<file path="config.mk">
export PLATFORM = sky130hd
export DESIGN_NAME = x86_modrm_sib_encoder
export DESIGN_NICKNAME = d
export VERILOG_FILES = /design/src/xmse_pkg.sv /design/src/xmse_front.sv /design/src/xmse_queue.sv /design/src/xmse_back.sv /design/src/x86_modrm_sib_encoder.sv
export SDC_FILE = /design/constraint.sdc
export NUM_CORES = 1
export LEC_CHECK = 0
export BUFFER_PORTS_ARGS = -buffer_cell sky130_fd_sc_hd__buf_4
export CAP_MARGIN = 0
export CORE_MARGIN = 5
export CORE_UTILIZATION = 45
export CTS_BUF_LIST = sky130_fd_sc_hd__clkbuf_4
export CTS_CLUSTER_SIZE = 28
export DETAILED_ROUTE_END_ITERATION = 10
export GPL_TIMING_DRIVEN = 0
export SLEW_MARGIN = 25
export SYNTH_ARGS = -nofsm -noshare
export SYNTH_HDL_FRONTEND = slang
export SYNTH_SLANG_ARGS = --single-unit
</file>
<file path="constraint.sdc">
create_clock -name clk -period 4.61 [get_ports clk]
set_input_delay 0.461 -clock clk [delete_from_list [all_inputs] [get_ports clk]]
set_output_delay 0.461 -clock clk [all_outputs]
set_load 0.005 [all_outputs]
</file>
<file path="src/xmse_pkg.sv">
package xmse_pkg;

    localparam int MaxBytes = 7;
    localparam int LenW = $clog2(MaxBytes + 1);
    localparam int IdxW = $clog2(MaxBytes);
    localparam int QDepth = 2;
    localparam int QPtrW = $clog2(QDepth);
    localparam int QCntW = $clog2(QDepth + 1);

    typedef enum logic [1:0] {
        FUNC_REG_REG = 2'd0,
        FUNC_REG_IMM = 2'd1,
        FUNC_REG_MEM = 2'd2,
        FUNC_MEM_REG = 2'd3
    } func_t;

    localparam logic [2:0] RegEsp = 3'd4;
    localparam logic [2:0] RegEbp = 3'd5;
    localparam logic [2:0] RmSib = 3'd4;
    localparam logic [2:0] RmDisp32 = 3'd5;
    localparam logic [7:0] SibEspBase = 8'h24;

    localparam logic [1:0] ModNoDisp = 2'd0;
    localparam logic [1:0] ModDisp8 = 2'd1;
    localparam logic [1:0] ModDisp32 = 2'd2;
    localparam logic [1:0] ModReg = 2'd3;

    typedef struct packed {
        logic [MaxBytes-1:0][7:0] bytes;
        logic [LenW-1:0]          len;
    } enc_t;

    typedef struct packed {
        logic not_empty;
        logic full;
    } q_status_t;

endpackage

</file>
<file path="src/xmse_front.sv">
module xmse_front (
    input  logic                clk,
    input  logic                rst_n,
    input  logic                in_valid,
    output logic                in_stall,
    input  logic [1:0]          func,
    input  logic [7:0]          opcode,
    input  logic [2:0]          reg_field,
    input  logic [2:0]          rm_field,
    input  logic                has_base,
    input  logic                has_index,
    input  logic [2:0]          index_field,
    input  logic [3:0]          scale,
    input  logic signed [31:0]  disp,
    input  logic [7:0]          imm,
    input  xmse_pkg::q_status_t q_status,
    output logic                q_push,
    output xmse_pkg::enc_t      q_data
);

    xmse_pkg::enc_t enc;
    xmse_pkg::enc_t hold_reg;
    logic           hold_valid_reg;
    logic           hold_valid_next;
    logic [1:0]     sc;
    logic [1:0]     mod;
    logic [2:0]     disp_bytes;
    logic           have_sib;
    logic           fits8;
    logic [7:0]     modrm;
    logic [7:0]     sib;
    logic [2:0]     sib_base;

    always_comb
    begin
        unique case (scale)
            4'd2:    sc = 2'd1;
            4'd4:    sc = 2'd2;
            4'd8:    sc = 2'd3;
            default: sc = 2'd0;
        endcase
    end

    always_comb
    begin
        fits8 = (disp[31:7] == '0) || (disp[31:7] == '1);
        if (!has_base)
        begin
            mod        = xmse_pkg::ModNoDisp;
            disp_bytes = 3'd4;
        end
        else if (disp == '0 && rm_field != xmse_pkg::RegEbp)
        begin
            mod        = xmse_pkg::ModNoDisp;
            disp_bytes = 3'd0;
        end
        else if (fits8)
        begin
            mod        = xmse_pkg::ModDisp8;
            disp_bytes = 3'd1;
        end
        else
        begin
            mod        = xmse_pkg::ModDisp32;
            disp_bytes = 3'd4;
        end

        sib_base = has_base ? rm_field : xmse_pkg::RegEbp;
        if (has_index)
        begin
            have_sib = 1'b1;
            modrm    = {mod, reg_field, xmse_pkg::RmSib};
            sib      = {sc, index_field, sib_base};
        end
        else if (!has_base)
        begin
            have_sib = 1'b0;
            modrm    = {xmse_pkg::ModNoDisp, reg_field, xmse_pkg::RmDisp32};
            sib      = '0;
        end
        else if (rm_field == xmse_pkg::RegEsp)
        begin
            have_sib = 1'b1;
            modrm    = {mod, reg_field, xmse_pkg::RmSib};
            sib      = xmse_pkg::SibEspBase;
        end
        else
        begin
            have_sib = 1'b0;
            modrm    = {mod, reg_field, rm_field};
            sib      = '0;
        end
    end

    always_comb
    begin
        enc = '0;
        unique case (func)
            xmse_pkg::FUNC_REG_REG:
            begin
                enc.bytes[0] = opcode;
                enc.bytes[1] = {xmse_pkg::ModReg, reg_field, rm_field};
                enc.len      = xmse_pkg::LenW'(2);
            end
            xmse_pkg::FUNC_REG_IMM:
            begin
                enc.bytes[0] = opcode + {5'd0, reg_field};
                enc.bytes[1] = imm;
                enc.len      = xmse_pkg::LenW'(2);
            end
            default:
            begin
                enc.bytes[0] = opcode;
                enc.bytes[1] = modrm;
                if (have_sib)
                begin
                    enc.bytes[6:2] = {disp[31:24], disp[23:16], disp[15:8], disp[7:0], sib};
                end
                else
                begin
                    enc.bytes[5:2] = {disp[31:24], disp[23:16], disp[15:8], disp[7:0]};
                end
                enc.len = xmse_pkg::LenW'(2) + xmse_pkg::LenW'(have_sib)
                        + xmse_pkg::LenW'(disp_bytes);
            end
        endcase
    end

    assign q_push   = hold_valid_reg && !q_status.full;
    assign q_data   = hold_reg;
    assign in_stall = hold_valid_reg && q_status.full;

    always_comb
    begin
        hold_valid_next = hold_valid_reg;
        if (q_push)
        begin
            hold_valid_next = 1'b0;
        end
        if (in_valid && !in_stall)
        begin
            hold_valid_next = 1'b1;
        end
    end

    always_ff @(posedge clk or negedge rst_n)
    begin
        if (!rst_n)
        begin
            hold_valid_reg <= 1'b0;
        end
        else
        begin
            hold_valid_reg <= hold_valid_next;
        end
    end

    always_ff @(posedge clk)
    begin
        if (in_valid && !in_stall)
        begin
            hold_reg <= enc;
        end
    end

endmodule

</file>
<file path="src/xmse_queue.sv">
module xmse_queue (
    input  logic                clk,
    input  logic                rst_n,
    input  logic                push,
    input  xmse_pkg::enc_t      push_data,
    input  logic                pop,
    output xmse_pkg::enc_t      pop_data,
    output xmse_pkg::q_status_t status
);

    xmse_pkg::enc_t                 mem [xmse_pkg::QDepth];
    logic [xmse_pkg::QPtrW-1:0]     head_reg;
    logic [xmse_pkg::QPtrW-1:0]     head_next;
    logic [xmse_pkg::QCntW-1:0]     count_reg;
    logic [xmse_pkg::QCntW-1:0]     count_next;
    logic [xmse_pkg::QPtrW-1:0]     wr_ptr;
    logic                           do_push;
    logic                           do_pop;

    assign status.not_empty = (count_reg != '0);
    assign status.full      = (count_reg == xmse_pkg::QCntW'(xmse_pkg::QDepth));
    assign do_push          = push && !status.full;
    assign do_pop           = pop && status.not_empty;
    assign wr_ptr           = head_reg + count_reg[xmse_pkg::QPtrW-1:0];
    assign pop_data         = mem[head_reg];

    always_comb
    begin
        head_next  = head_reg;
        count_next = count_reg;
        if (do_pop)
        begin
            head_next = head_reg + 1'b1;
        end
        if (do_push && !do_pop)
        begin
            count_next = count_reg + 1'b1;
        end
        else if (do_pop && !do_push)
        begin
            count_next = count_reg - 1'b1;
        end
    end

    always_ff @(posedge clk or negedge rst_n)
    begin
        if (!rst_n)
        begin
            head_reg  <= '0;
            count_reg <= '0;
        end
        else
        begin
            head_reg  <= head_next;
            count_reg <= count_next;
        end
    end

    always_ff @(posedge clk)
    begin
        if (do_push)
        begin
            mem[wr_ptr] <= push_data;
        end
    end

endmodule

</file>
<file path="src/xmse_back.sv">
module xmse_back (
    input  logic                clk,
    input  logic                rst_n,
    input  xmse_pkg::q_status_t q_status,
    input  xmse_pkg::enc_t      q_data,
    output logic                q_pop,
    output logic                out_valid,
    input  logic                out_stall,
    output logic [7:0]          code_byte,
    output logic                last
);

    xmse_pkg::enc_t             cur_reg;
    logic                       cur_valid_reg;
    logic                       cur_valid_next;
    logic [xmse_pkg::IdxW-1:0]  idx_reg;
    logic [xmse_pkg::IdxW-1:0]  idx_next;
    logic                       out_valid_reg;
    logic                       out_valid_next;
    logic [7:0]                 code_byte_reg;
    logic                       last_reg;
    logic                       load_out;
    logic                       emit;
    logic                       at_end;

    assign load_out  = !out_valid_reg || !out_stall;
    assign emit      = load_out && cur_valid_reg;
    assign at_end    = (xmse_pkg::LenW'(idx_reg) == cur_reg.len - 1'b1);
    assign q_pop     = q_status.not_empty && (!cur_valid_reg || (emit && at_end));
    assign out_valid = out_valid_reg;
    assign code_byte = code_byte_reg;
    assign last      = last_reg;

    always_comb
    begin
        cur_valid_next = cur_valid_reg;
        idx_next       = idx_reg;
        out_valid_next = out_valid_reg;
        if (load_out)
        begin
            out_valid_next = cur_valid_reg;
        end
        if (emit)
        begin
            if (at_end)
            begin
                cur_valid_next = 1'b0;
            end
            else
            begin
                idx_next = idx_reg + 1'b1;
            end
        end
        if (q_pop)
        begin
            cur_valid_next = 1'b1;
            idx_next       = '0;
        end
    end

    always_ff @(posedge clk or negedge rst_n)
    begin
        if (!rst_n)
        begin
            cur_valid_reg <= 1'b0;
            idx_reg       <= '0;
            out_valid_reg <= 1'b0;
        end
        else
        begin
            cur_valid_reg <= cur_valid_next;
            idx_reg       <= idx_next;
            out_valid_reg <= out_valid_next;
        end
    end

    always_ff @(posedge clk)
    begin
        if (q_pop)
        begin
            cur_reg <= q_data;
        end
        if (emit)
        begin
            code_byte_reg <= cur_reg.bytes[idx_reg];
            last_reg      <= at_end;
        end
    end

endmodule

</file>
<file path="src/x86_modrm_sib_encoder.sv">
// channel | direction | handshake           | payload
// in      | input     | in_valid / in_stall | func opcode reg_field rm_field has_base
//         |           |                     | has_index index_field scale disp imm
// out     | output    | out_valid/out_stall | code_byte last
//
// One instruction gives 2 to 7 byte transfers, one per cycle while out_stall
// is low and bytes are pending; the byte serializer in the back end sets the rate.
// First byte path: front holding register, queue entry, cur_reg, code_byte_reg.
// Reset clears the front hold valid flag, queue head and count, and serializer state.
// A two-entry queue sits between classify and serialize; an output stall
// backs up the serializer first, then the queue, then in_stall.
module x86_modrm_sib_encoder (
    input  logic               clk,
    input  logic               rst_n,
    input  logic               in_valid,
    output logic               in_stall,
    input  logic [1:0]         func,
    input  logic [7:0]         opcode,
    input  logic [2:0]         reg_field,
    input  logic [2:0]         rm_field,
    input  logic               has_base,
    input  logic               has_index,
    input  logic [2:0]         index_field,
    input  logic [3:0]         scale,
    input  logic signed [31:0] disp,
    input  logic [7:0]         imm,
    output logic               out_valid,
    input  logic               out_stall,
    output logic [7:0]         code_byte,
    output logic               last
);

    xmse_pkg::q_status_t q_status;
    xmse_pkg::enc_t      push_data;
    xmse_pkg::enc_t      pop_data;
    logic                push;
    logic                pop;

    xmse_front u_front (
        .clk         (clk),
        .rst_n       (rst_n),
        .in_valid    (in_valid),
        .in_stall    (in_stall),
        .func        (func),
        .opcode      (opcode),
        .reg_field   (reg_field),
        .rm_field    (rm_field),
        .has_base    (has_base),
        .has_index   (has_index),
        .index_field (index_field),
        .scale       (scale),
        .disp        (disp),
        .imm         (imm),
        .q_status    (q_status),
        .q_push      (push),
        .q_data      (push_data)
    );

    xmse_queue u_queue (
        .clk       (clk),
        .rst_n     (rst_n),
        .push      (push),
        .push_data (push_data),
        .pop       (pop),
        .pop_data  (pop_data),
        .status    (q_status)
    );

    xmse_back u_back (
        .clk       (clk),
        .rst_n     (rst_n),
        .q_status  (q_status),
        .q_data    (pop_data),
        .q_pop     (pop),
        .out_valid (out_valid),
        .out_stall (out_stall),
        .code_byte (code_byte),
        .last      (last)
    );

endmodule

</file>
# Word level (Yosys, flattened, before mapping)

Memory sizes are Yosys's and may differ from the RTL's. A register that Yosys moved wholly into a read port is not among the register bits.
Cells that the tools add are included.

Register bits after elaboration: 77
Output and inout bits: 11
Memories kept: 1
Bits in writable memories: 118
Input port bits: 69
Logic and storage cells: 104

Add/sub/neg operators: 9
Reductions and logical operators: 33
Multiplexer cells: 33
Bitwise operators: 1
Magnitude comparators: 1
Eq/ne operators: 10

Memories:

| name        | words | width | read ports | clocked after memory_dff | wr ports | RTL line         | source |
|---|---|---|---|---|---|---|---|
| u_queue.mem | 2     | 59    | 1          | 1                        | 1        | xmse_queue.sv:11 | `xmse_pkg::enc_t mem [xmse_pkg::QDepth];` |

Operators by type and width:

| cell                                                        | number |
|---|---|
| 2-to-1 mux 8 bit                                            | 5 |
| one-hot mux 19 bit (2 select lines)                         | 1 |
| zero test 32 bit                                            | 1 |
| 2-to-1 mux 32 bit                                           | 1 |
| equality test 25 bit (second input constant)                | 1 |
| zero test 25 bit                                            | 1 |
| binary-select mux 8 bit (select 3 bit)                      | 1 |
| 2-to-1 mux 3 bit                                            | 8 |
| logical AND 1 bit                                           | 11 |
| 2-to-1 mux 1 bit                                            | 10 |
| 2-to-1 mux 2 bit                                            | 5 |
| nonzero test 2 bit                                          | 5 |
| adder 8 x 3 -> 8 bit                                        | 1 |
| zero test 1 bit                                             | 7 |
| 2-to-1 mux 6 bit                                            | 1 |
| one-hot mux 2 bit (3 select lines)                          | 1 |
| equality test 4 x 2 -> 1 bit (second input constant)        | 1 |
| equality test 4 x 3 -> 1 bit (second input constant)        | 1 |
| equality test 4 bit (second input constant)                 | 1 |
| less-than comparator 3 x 4 -> 1 bit (second input constant) | 1 |
| AND reduction 2 bit                                         | 2 |
| adder 2 x 1 -> 3 bit (first input constant)                 | 1 |
| adder 3 x 1 -> 3 bit (second input constant)                | 1 |
| adder 3 bit                                                 | 1 |
| 16 further kinds                                            | 18 |

# Longest topological paths before layout

Gate-level depths: netlist of run 1.

Depth in word-level cells: 10
Mapped depth: 10
Gate-level depth less buffers: 10

# Modules after synthesis

A second synthesis of run 1 with hierarchy kept.

Cell total of the unflattened synthesis: 639
Area total of the unflattened synthesis: 10331.2 um^2

Modules (own cells, without submodules):

| module     | area each (um^2) | cells each | times used | seq. area each (um^2) |
|---|---|---|---|---|
| xmse_queue | 4488.1           | 204        | 1          | 3618.5 |
| xmse_front | 2961.6           | 269        | 1          | 1796.7 |
| xmse_back  | 2881.5           | 166        | 1          | 2167.1 |

# Worst setup path after synthesis of run 1

Ideal clock, no wire load.

Kind: register to register
From: reg u_queue.count_reg[0] (netlist name)
To: mem u_queue.mem[1][0] (netlist name), enable pin
Period minus slack after synthesis: 3.864 ns
Path buffers: 1
Library setup time: 0.482 ns
Data required time: 4.128 ns
Arrival: 3.382 ns
Setup slack: 0.746 ns
Stages on the path, launching flop included: 4
Cell sequence: dfrtp_1 > clkbuf_1 > xor2_1 > nor2b_1

Word-level cells in the longest chain between the ends: 6
Elaborated cells on any way between the ends: 7
Those cells by class: 1 x add/sub; 1 x eq/ne; 2 x mux; 3 x reduce/logical

Ends and longest elaborated chain:

| element                                | RTL line                            | source |
|---|---|---|
| from (decl)                            | xmse_queue.sv:14                    | `logic [xmse_pkg::QCntW-1:0] count_reg;` |
| from (signal assigned)                 | xmse_queue.sv:55                    | `count_reg <= count_next;` |
| equality test 2 bit                    | xmse_queue.sv:21                    | `assign status.full = (count_reg == xmse_pkg::QCntW'(xmse_pkg::QDepth));` |
| zero test 1 bit                        | xmse_front.sv:129, xmse_queue.sv:22 |  |
| logical AND 1 bit                      | xmse_front.sv:129                   | `assign q_push = hold_valid_reg && !q_status.full;` |
| logical AND 1 bit                      | xmse_queue.sv:22                    | `assign do_push = push && !status.full;` |
| 2-to-1 mux 1 bit                       | xmse_queue.sv:61                    | `if (do_push)` |
| 2-to-1 mux 1 bit (implied by the code) | xmse_queue.sv:63                    | `mem[wr_ptr] <= push_data;` |
| to (decl)                              | xmse_queue.sv:11                    |  |

Parallel ways exist; a longest one is shown, timed or not.

# Worst setup path after layout of run 1

From: reg u_back.cur_reg[0] (netlist name)
To: reg u_back.cur_reg[24] (netlist name)

Word-level cells in the longest chain between the ends: 5

Ends and longest elaborated chain:

| element                   | RTL line                    | source |
|---|---|---|
| subtractor 3 x 1 -> 3 bit | xmse_back.sv:28             | `assign at_end = (xmse_pkg::LenW'(idx_reg) == cur_reg.len - 1'b1);` |
| equality test 3 bit       | xmse_back.sv:28             |  |
| logical AND 1 bit         | xmse_back.sv:29             | `assign q_pop = q_status.not_empty && (!cur_valid_reg \|\| (emit && at_end));` |
| logical OR 1 bit          | xmse_back.sv:29             |  |
| logical AND 1 bit         | xmse_back.sv:29             |  |
| named net pop             | x86_modrm_sib_encoder.sv:37 | `logic pop;` |

The timed path passes the listed nets, and every way through them passes these cells.
A chain may end at the register's enable or synchronous reset.

==> flow_metrics.tcl, run 1 <==
set metrics [dict create \
    status "complete, no violations" \
    postSynth.asyncResetShare_pct 3.54 \
    largest_reg_flops 118 \
    syn_inst 628 \
    clk_pin_slew_worst_paths_ns 0.06 \
    clock_latency_ns 0.66 \
    report.final.slew_viol_count 0 \
    rsz0062_at_grt "false" \
    cp-end-kind "flop" \
    grt_pass1_vias 6074 \
    fin_area_um2 12100 \
    p_clk_share_pct 23.0 \
    overflow 0 \
    dieArea_um2 25700 \
    place_area_um2 11300 \
    die_x_um 160 \
    cpMostUsedCell "o21ai_1" \
    p_sw_share_pct 28.2 \
    die_h_um 160 \
    r2r_slack_ns 2.24 \
    maxSlewHeadroom_pct 52.9 \
    max_slew.worst_pin.slew_ns 0.699 \
    place.gp.congestion 0.937 \
    firstDrtPassIters 5 \
    post_cts_buffers 0 \
    yosysUniqueCellTypes 50 \
    wl_per_cell_um 18.2 \
    arrival_ns 2.71 \
    critPathRequiredTime_ns 4.94 \
    clock_skew_ns 0.0307 \
    final_hold_viol_count 0 \
    antenna_found_initial 1 \
    synthesis.nets 705 \
    grt_pass1_wl_um 32000 \
    port_buffers 78 \
    dpl.hpwl_um 14500 \
    syn_avg_cell_area_um2 16.2 \
    core_um2 22400 \
    groute.usage.overall_pct 15.7 \
    synth_area_um2 10200 \
    ir_drop_mv 0.269 \
    yosys.area.top_type "edfxtp_1" \
    critical-path-top-delay-family "buffers and inverters" \
    ioPinCount 80 \
    final_nets 854 \
    ctsHtreeMaxLevel 2 \
    ys_ff_latch 254 \
    pwr-share-seq_pct 50.0 \
    yosysMostFrequentCell "edfxtp_1" \
    synth_flop_cell "edfxtp_1" \
    setup_viol 0 \
    cp_slowest_cell "edfxtp_1" \
    drt-total-wl_um 20100 \
    final_layout_size_suffix_gt1_share_pct 31.7 \
    path_buf_inv 3 \
    synth_top_area_share_pct 72.3 \
    clock_path_buffers 3 \
    crit_path_max_fanout 31 \
    cap_violations 0 \
    start_kind "flop" \
    via_per_inst 5.17 \
    start_util_pct 45.4 \
    cts_tree "yes" \
    grt_max_degree 48 \
    drtAntennaViolNets 0 \
    drt_iter0_markers 363 \
    root_buffer "clkbuf_4" \
    p_switching_mw 2.15 \
    synth-edff-count 245 \
    hold_path_class "primary input to flop" \
    rows 55 \
    ys_top_cells_by_area "edfxtp_1 (72%), mux2_2 (6.5%), nand2_1 (2.8%), dfrtp_1 (2.2%), a21boi_0 (1.8%)" \
    ys_top_cells_by_count "edfxtp_1 (245), nand2_1 (76), mux2_2 (59)" \
    ys_warn_count 0 \
    period_minus_slack_ns 2.37 \
    cpPeakStageDelay_ns 0.40 \
    numCtsBuffers 59 \
    synth_seq_area_share_pct 74.5 \
    cts.sink_count 254 \
    drc 0 \
    comb_power_share_pct 27.0 \
    p_int_mw 5.48 \
    fmax_mhz 421 \
    worstSetupPathType "flop to flop" \
    power_density_nw_per_um2 629 \
    setup_tns_ns 0 \
    vias 5713 \
    finalCritPeriodShare_pct 51.5 \
    area_growth_pct 19.2 \
    crit_chain "inv_1 > ha_1 > xor2_1 > nand3_1 > o21ai_1 > o21ai_1 > inv_4 > buf_12" \
    power.static_leakage_nw 4.42 \
]
## metrics by stage
step | cells | util, % | total power, mW | hold slack, ns | setup WS, ns
5_1_grt | 1105 | 54.1 | 8.06 | 0.0256 | 2.03
6_report | 1105 | 54.1 | 7.63 | 0.0891 | 2.24
2_1_floorplan | 628 | - | 5.06 | 0.165 | 0.746
4_1_cts | 1104 | 54.1 | 7.75 | 0.0291 | 2.20
3_3_place_gp | 991 | 49.6 | 5.72 | 0.293 | -1.07
3_5_place_dp | 999 | 50.6 | 5.96 | 0.295 | 2.11
## layer usage
metal / vias to the layer above / track usage, % / wire [um]
met5: - / 0 / 0
met2: 223 / 26.2 / 9910
li1: 2705 / - / -
met4: 0 / 5.67 / 380
met3: 33 / 3.44 / 1120
met1: 2752 / 20.5 / 8710
## final timing paths
path                                             startpoint                          endpoint  cells past startpoint
setup reg to reg                u_back.cur_reg[0]$_DFFE_PP_      u_back.cur_reg[24]$_DFFE_PP_                      8
hold / removal                                       imm[6]      u_front.q_data[17]$_DFFE_PP_                      2
setup / recovery                u_back.cur_reg[0]$_DFFE_PP_      u_back.cur_reg[24]$_DFFE_PP_                      8
max in group asynchronous                             rst_n  u_queue.count_reg[0]$_DFFE_PN0P_                      2
min in group asynchronous                             rst_n      u_back.out_valid$_DFFE_PN0P_                      2
hold reg to reg            u_front.q_data[44]$_SDFFCE_PN0P_      u_queue.mem[1][44]$_DFFE_PP_                      0
## repair_timing
item | in CTS | in global routing
gates resized for setup | 0 | 0
hold endpoints to repair | 10 | 0
hold buffers | 2 | 0
## cell families (layout without fill, tap and decap cells)
kind of cell	count (synthesis)	after routing	synth area share (%)
compound gates	74	74	4.97
xor+xnor	16	16	1.51
fa+ha+maj	8	8	1.06
buf+inv	43	234	1.62
flops	254	254	74.5
mux	76	76	9.18
other cells	0	1	0
simple gates	157	157	7.17
## power groups by stage
stage	Combinational [mW]	Sequential (mW)	Clock, mW
final	2.06	3.81	1.75
after global routing	2.25	3.87	1.94
after CTS	2.11	3.82	1.82
after detailed placement	2.10	3.86	0
after global placement	1.78	3.94	0
after floorplan	1.22	3.83	0
## placed cells by master, fill, tap and decap left out, types with 2 or more instances in the layout
| master | synthesis | routed |
|---|---|---|
| a21boi_0 | 24 | 24 |
| nor3_1 | 4 | 4 |
| inv_1 | 13 | 12 |
| or3_1 | 2 | 2 |
| clkbuf_1 | 25 | 25 |
| a21oi_1 | 22 | 22 |
| mux2i_1 | 9 | 9 |
| mux2_2 | 59 | 59 |
| o21ai_1 | 3 | 3 |
| o22a_1 | 3 | 3 |
| nand3_1 | 3 | 3 |
| nor2b_1 | 10 | 9 |
| buf_4 | 0 | 78 |
| dfrtp_1 | 9 | 9 |
| clkbuf_4 | 0 | 92 |
| buf_12 | 0 | 2 |
| nor2_1 | 27 | 26 |
| ha_1 | 7 | 7 |
| and2_1 | 4 | 3 |
| buf_16 | 0 | 6 |
| nor4_1 | 6 | 6 |
| nand4_1 | 7 | 7 |
| mux4_2 | 8 | 8 |
| o21ai_0 | 6 | 6 |
| inv_2 | 1 | 2 |
| nand2b_1 | 4 | 4 |
| and3_1 | 8 | 8 |
| buf_2 | 3 | 3 |
| edfxtp_1 | 245 | 245 |
| xor2_1 | 7 | 7 |
| nand2_1 | 76 | 76 |
| clkinv_1 | 0 | 8 |
| a22oi_1 | 2 | 2 |
| dlygate4sd3_1 | 0 | 2 |
| a22o_1 | 3 | 3 |
| xnor2_1 | 8 | 8 |
## area by class of cell
type	instances	area [um2]
Antenna cell	1	2.50
Buffer	29	113
Clock buffer	92	691
Clock inverter	11	72.6
Fill cell	1849	10300
Inverter	14	55.1
Multi-Input combinational cell	331	2450
Sequential cell	254	7580
Tap cell	285	357
Timing Repair Buffer	88	811
Note: power is estimated with default switching activity, not from simulation.
==> run 2: changes to the inputs <==
PLACE_DENSITY = 0.65   (was default)
clock period = 2 ns   (was 4.61 ns; I/O delays follow)
==> flow_metrics.tcl, run 2 (same netlist as run 1, synthesis figures left out) <==
set metrics [dict create \
    port_buffers 78 \
    stdcell_count 1195 \
    clk_pin_slew_worst_paths_ns 0.07 \
    numCtsBuffers 59 \
    antenna_found_initial 1 \
    place_inst 997 \
    wl_per_cell_um 18.0 \
    ctsHtreeMaxLevel 2 \
    hold_path_class "primary input to flop" \
    via_per_inst 5.09 \
    fmax_mhz 504 \
    start_util_pct 45.4 \
    drtAntennaViolNets 0 \
    drt-total-wl_um 21500 \
    crit_path_max_fanout 6 \
    comb_power_share_pct 29.4 \
    cap_violations 0 \
    ioPinCount 80 \
    pwr-share-seq_pct 49.2 \
    cts_tree "yes" \
    power.static_leakage_nw 4.82 \
    final_common_cell "edfxtp_1" \
    arrival_ns 2.37 \
    core_um2 22400 \
    max_slew.worst_pin.slew_ns 0.820 \
    hold_slack_ns 0.149 \
    final_layout_size_suffix_gt1_share_pct 32.0 \
    grt_max_degree 60 \
    worstSetupPathType "flop to flop" \
    finalCritPeriodShare_pct 99.3 \
    fin_total_pwr_mw 17.9 \
    rsz0062_at_grt "true" \
    overflow 0 \
    place.gp.congestion 0.918 \
    cp-end-kind "flop" \
    die_h_um 160 \
    final_hold_viol_count 0 \
    period_minus_slack_ns 1.99 \
    dieArea_um2 25700 \
    p_switching_mw 5.21 \
    dpl.hpwl_um 13700 \
    critPathRequiredTime_ns 2.38 \
    fin_util_pct 58.4 \
    drt_iter0_markers 392 \
    grt_pass1_wl_um 34200 \
    cts.sink_count 254 \
    status "complete, no violations" \
    vias 6084 \
    p_clk_share_pct 21.4 \
    grt_pass1_vias 6535 \
    setup_viol 0 \
    power_density_nw_per_um2 1370 \
    p_int_mw 12.7 \
    final_nets 938 \
    clock_latency_ns 0.67 \
    report.final.slew_viol_count 0 \
    start_kind "flop" \
    firstDrtPassIters 5 \
    p_sw_share_pct 29.2 \
    clock_skew_ns 0.0431 \
    area_growth_pct 28.7 \
    maxSlewHeadroom_pct 45.3 \
    die_x_um 160 \
    root_buffer "clkbuf_4" \
    ir_drop_mv 0.681 \
    drc 0 \
    groute.usage.overall_pct 16.8 \
    rows 55 \
    final_cell_mix "edfxtp_1 (245), buf_4 (85), clkbuf_4 (82), nand2_1 (76), dlygate4sd3_1 (72)" \
    largest_reg_flops 118 \
    clock_path_buffers 3 \
]
run 2: cell types whose count changed in the layout (fill, tap and decap cells not counted), moves of 3 or more:
cell | before | now
buf_12 | 2 | 5
clkbuf_4 | 92 | 82
clkinv_2 | 0 | 11
clkinv_1 | 8 | 16
clkbuf_1 | 25 | 19
clkbuf_2 | 0 | 5
dlygate4sd3_1 | 2 | 72
buf_4 | 78 | 85
run 2: worst paths after layout:
path                                             startpoint                          endpoint  slack [ns]  cells past startpoint
max                             u_back.cur_reg[0]$_DFFE_PP_      u_back.cur_reg[28]$_DFFE_PP_        0.01                     10
min                                                has_base      u_front.q_data[18]$_DFFE_PP_        0.15                      4
max reg2reg                     u_back.cur_reg[0]$_DFFE_PP_      u_back.cur_reg[28]$_DFFE_PP_        0.01                     10
min reg2reg                u_front.q_data[52]$_SDFFCE_PP0P_      u_queue.mem[0][52]$_DFFE_PP_        0.45                      0
max in group asynchronous                             rst_n  u_queue.count_reg[0]$_DFFE_PN0P_        1.08                      3
min in group asynchronous                             rst_n  u_back.cur_valid_reg$_DFFE_PN0P_        0.59                      3
run 2: layout make-up:
type,instances,area [um2]
Antenna cell,1,2.50
Fill cell,1755,9330
Timing Repair Buffer,172,1680
Sequential cell,254,7580
Tap cell,285,357
Multi-Input combinational cell,331,2560
Buffer,29,134
Inverter,14,56.3
Clock buffer,80,601
Clock inverter,29,131
run 2: through the flow:
step	instance area, um2	TNS [ns]	setup WS (ns)
6_report	13100	0	0.0140
2_1_floorplan	10200	-28.02	-0.375
4_1_cts	12900	-2.11	-0.0980
3_5_place_dp	11300	-17.57	-0.350
3_3_place_gp	11200	-134.03	-0.870
5_1_grt	13100	-0.793	-0.0586
run 2: power by group through the flow:
stage	Sequential [mW]	Combinational, mW	Clock [mW]
3_5_place_dp	8.90	4.66	0
5_1_grt	8.95	5.71	4.26
4_1_cts	8.80	5.10	3.95
2_1_floorplan	8.74	2.93	0
6_report	8.79	5.26	3.83
3_3_place_gp	8.91	4.17	0
run 2: what timing repair did:
| action | in CTS | in global routing |
|---|---|---|
| hold buffers | 73 | 0 |
| resized for setup | 5 | 27 |
| pin swaps | 3 | 6 |
| hold endpoints to repair | 68 | 0 |
| gates cloned | 2 | 2 |
| buffers inserted | 9 | 5 |
| setup endpoints to repair | 94 | 77 |
run 2: layer usage:
layer	share of wire (%)	GRT usage, %	vias up
met5	0	0	-
met3	5.0	2.98	33
met2	50	28.6	210
li1	-	-	2877
met1	43	21.7	2964
met4	2.1	5.98	0
run 2: worst max-delay path: stages, from the launching register on:
cell and delay, ns:
edfxtp_1 0.37, inv_2 0.06, ha_4 0.27, xor2_2 0.14
nand3_2 0.12, o21ai_4 0.18, o21ai_4 0.11, clkinvlp_4 0.11
buf_6 0.11, buf_12 0.11, clkbuf_16 0.14
==> run 3: changes to the inputs <==
ABC_AREA = 1   (was default)
HOLD_SLACK_MARGIN = 0.15   (was default)
==> flow_metrics.tcl, run 3 <==
set metrics [dict create \
    antenna_found_initial 1 \
    ys_top_cells_by_area "edfxtp_1 (71%), nand2_1 (9.6%), nor2_1 (3.7%), dfrtp_1 (2.2%), o21ai_0 (2.1%)" \
    postSynth.asyncResetShare_pct 3.54 \
    power_density_nw_per_um2 1330 \
    dpl.hpwl_um 16100 \
    drt_iter0_markers 503 \
    synthesis.nets 939 \
    firstDrtPassIters 5 \
    use_met2_pct 30.4 \
    final_cell_mix "nand2_1 (263), edfxtp_1 (245), nor2_1 (99), dlygate4sd3_1 (94), buf_4 (86)" \
    final_layout_size_suffix_gt1_share_pct 20.4 \
    grt_use_met3_pct 3.73 \
    arrival_ns 2.61 \
    critical-path-top-delay-family "adder cells" \
    yosysUniqueCellTypes 33 \
    port_buffers 78 \
    numCtsBuffers 59 \
    die_x_um 161 \
    largest_reg_flops 118 \
    cpPeakStageDelay_ns 0.41 \
    cp-end-kind "flop" \
    worst_slack_ns -0.0712 \
    report.final.slew_viol_count 0 \
    critPathRequiredTime_ns 2.54 \
    clk_pin_slew_worst_paths_ns 0.07 \
    grt_pass1_wl_um 37300 \
    clock_latency_ns 0.66 \
    final_nets 1195 \
    setup_viol 1 \
    rows 55 \
    cp-startpoint "u_back.cur_reg[0]$_DFFE_PP_" \
    ys_ff_latch 254 \
    crit_chain "inv_2 > ha_4 > xnor2_2 > a21oi_2 > nand2_2 > nand2_4 > nand3_4 > buf_6 > ha_4 > a21oi_2 > o21ai_1 > xor2_1" \
    place.gp.congestion 0.914 \
    status "finished with violations" \
    hold_start "func[1]" \
    grt_max_degree 36 \
    max_slew.worst_pin.slew_ns 0.930 \
    cts.sink_count 254 \
    root_buffer "clkbuf_4" \
    fmax_mhz 483 \
    drtAntennaViolNets 0 \
    stdcell_count 1450 \
    synth_seq_area_share_pct 73.6 \
    grt_pass1_vias 7079 \
    power.static_leakage_nw 5.41 \
    syn_inst 862 \
    grt_busiest_layer "met2" \
    cp_slowest_cell "edfxtp_1" \
    synth-edff-count 245 \
    finalCritPeriodShare_pct 104 \
    vias 7124 \
    via_per_inst 4.91 \
    ys_top_cells_by_count "nand2_1 (264), edfxtp_1 (245), nor2_1 (101)" \
    yosys.area.top_type "edfxtp_1" \
    violations "negative setup slack" \
    start_util_pct 45.6 \
    core_um2 22600 \
    ctsHtreeMaxLevel 2 \
    grt.met1_usage_pct 24.4 \
    ioPinCount 80 \
    synth_flop_cell "edfxtp_1" \
    ys_warn_count 0 \
    place_inst 1233 \
    overflow 0 \
    yosysMostFrequentCell "nand2_1" \
    ir_drop_mv 0.641 \
    synth_top_area_share_pct 71.4 \
    synth_area_um2 10300 \
    start_kind "flop" \
    maxSlewHeadroom_pct 37.8 \
    rsz0062_at_grt "true" \
    clock_path_buffers 3 \
    dieArea_um2 26000 \
    fin_util_pct 59.8 \
    drt-total-wl_um 23700 \
    wl_per_cell_um 16.4 \
    die_h_um 161 \
    r2r-start "u_back.cur_reg[0]$_DFFE_PP_" \
    path_buf_inv 2 \
    drc 0 \
    worstSetupPathType "flop to flop" \
    syn_avg_cell_area_um2 12.0 \
    cts_tree "yes" \
    area_growth_pct 31.0 \
    hold_slack_ns 0.220 \
    crit_path_max_fanout 4 \
    cap_violations 0 \
    final_hold_viol_count 0 \
    hold_path_class "primary input to flop" \
    clock_skew_ns 0.0399 \
    period_minus_slack_ns 2.07 \
    final_common_cell "nand2_1" \
    groute.usage.overall_pct 18.4 \
]
[run 3: routing by layer]
metal | share of wire [%] | routed length, um
met1 | 43 | 10300
met2 | 49 | 11500
met3 | 5.5 | 1300
met4 | 2.5 | 591
met5 | 0 | 0
[run 3: report_power, final]
part | total, mW | switching (mW) | internal, mW
clock | 4.03 | 1.87 | 2.16
sequential | 8.55 | 0.490 | 8.06
combinational | 5.35 | 3.29 | 2.06
[run 3: cells by family after synthesis]
kind of cell | Yosys count | share of synthesized area (%)
buf+inv | 90 | 3.69
flops | 254 | 73.6
xor+xnor | 13 | 1.11
simple gates | 404 | 15.4
fa+ha+maj | 8 | 1.04
compound gates | 93 | 5.15
[run 3: cell type report]
class | instances | area [um2]
Tap cell | 285 | 357
Buffer | 31 | 163
Inverter | 59 | 238
Clock buffer | 82 | 616
Sequential cell | 254 | 7580
Timing Repair Buffer | 193 | 1910
Clock inverter | 25 | 150
Antenna cell | 1 | 2.50
Timing Repair inverter | 2 | 15.0
Fill cell | 1778 | 9070
Multi-Input combinational cell | 518 | 2470
[run 3: what timing repair did]
action,CTS,global route
hold buffers,94,0
pin swaps,4,3
endpoints found under the hold margin,84,0
setup buffers,10,3
setup endpoints to repair,125,60
gates resized for setup,6,9
cloned,3,0
[run 3: worst paths after layout]
path                                                     to  slack [ns]  cells after the start
setup / recovery           u_queue.count_reg[1]$_DFFE_PN0P_       -0.07                     12
hold / removal             u_front.q_data[51]$_SDFFCE_PP0P_        0.22                      4
setup reg to reg           u_queue.count_reg[1]$_DFFE_PN0P_       -0.07                     12
hold reg to reg                u_queue.mem[1][47]$_DFFE_PP_        0.44                      0
max in group asynchronous  u_queue.count_reg[0]$_DFFE_PN0P_        1.13                      3
min in group asynchronous      u_back.out_valid$_DFFE_PN0P_        0.55                      3
[run 3: worst register-to-register path: cells and delay by family (launching register included)]
family	cells	cell delay [ns]
xor+xnor	2	0.29
buf+inv	2	0.23
simple gates	3	0.26
fa+ha+maj	2	0.41
flops	1	0.41
compound gates	3	0.36
[run 3: metrics by stage]
stage | total power [mW] | instance area (um2) | worst slack (ns) | TNS (ns)
2_1_floorplan | 11.3 | 10400 | -0.334 | -24.03
3_3_place_gp | 12.8 | 11300 | -0.813 | -144.13
3_5_place_dp | 13.4 | 11500 | -0.361 | -15.63
4_1_cts | 18.0 | 13400 | -0.134 | -0.785
5_1_grt | 19.0 | 13500 | -0.147 | -0.772
6_report | 17.9 | 13500 | -0.0712 | -0.0712
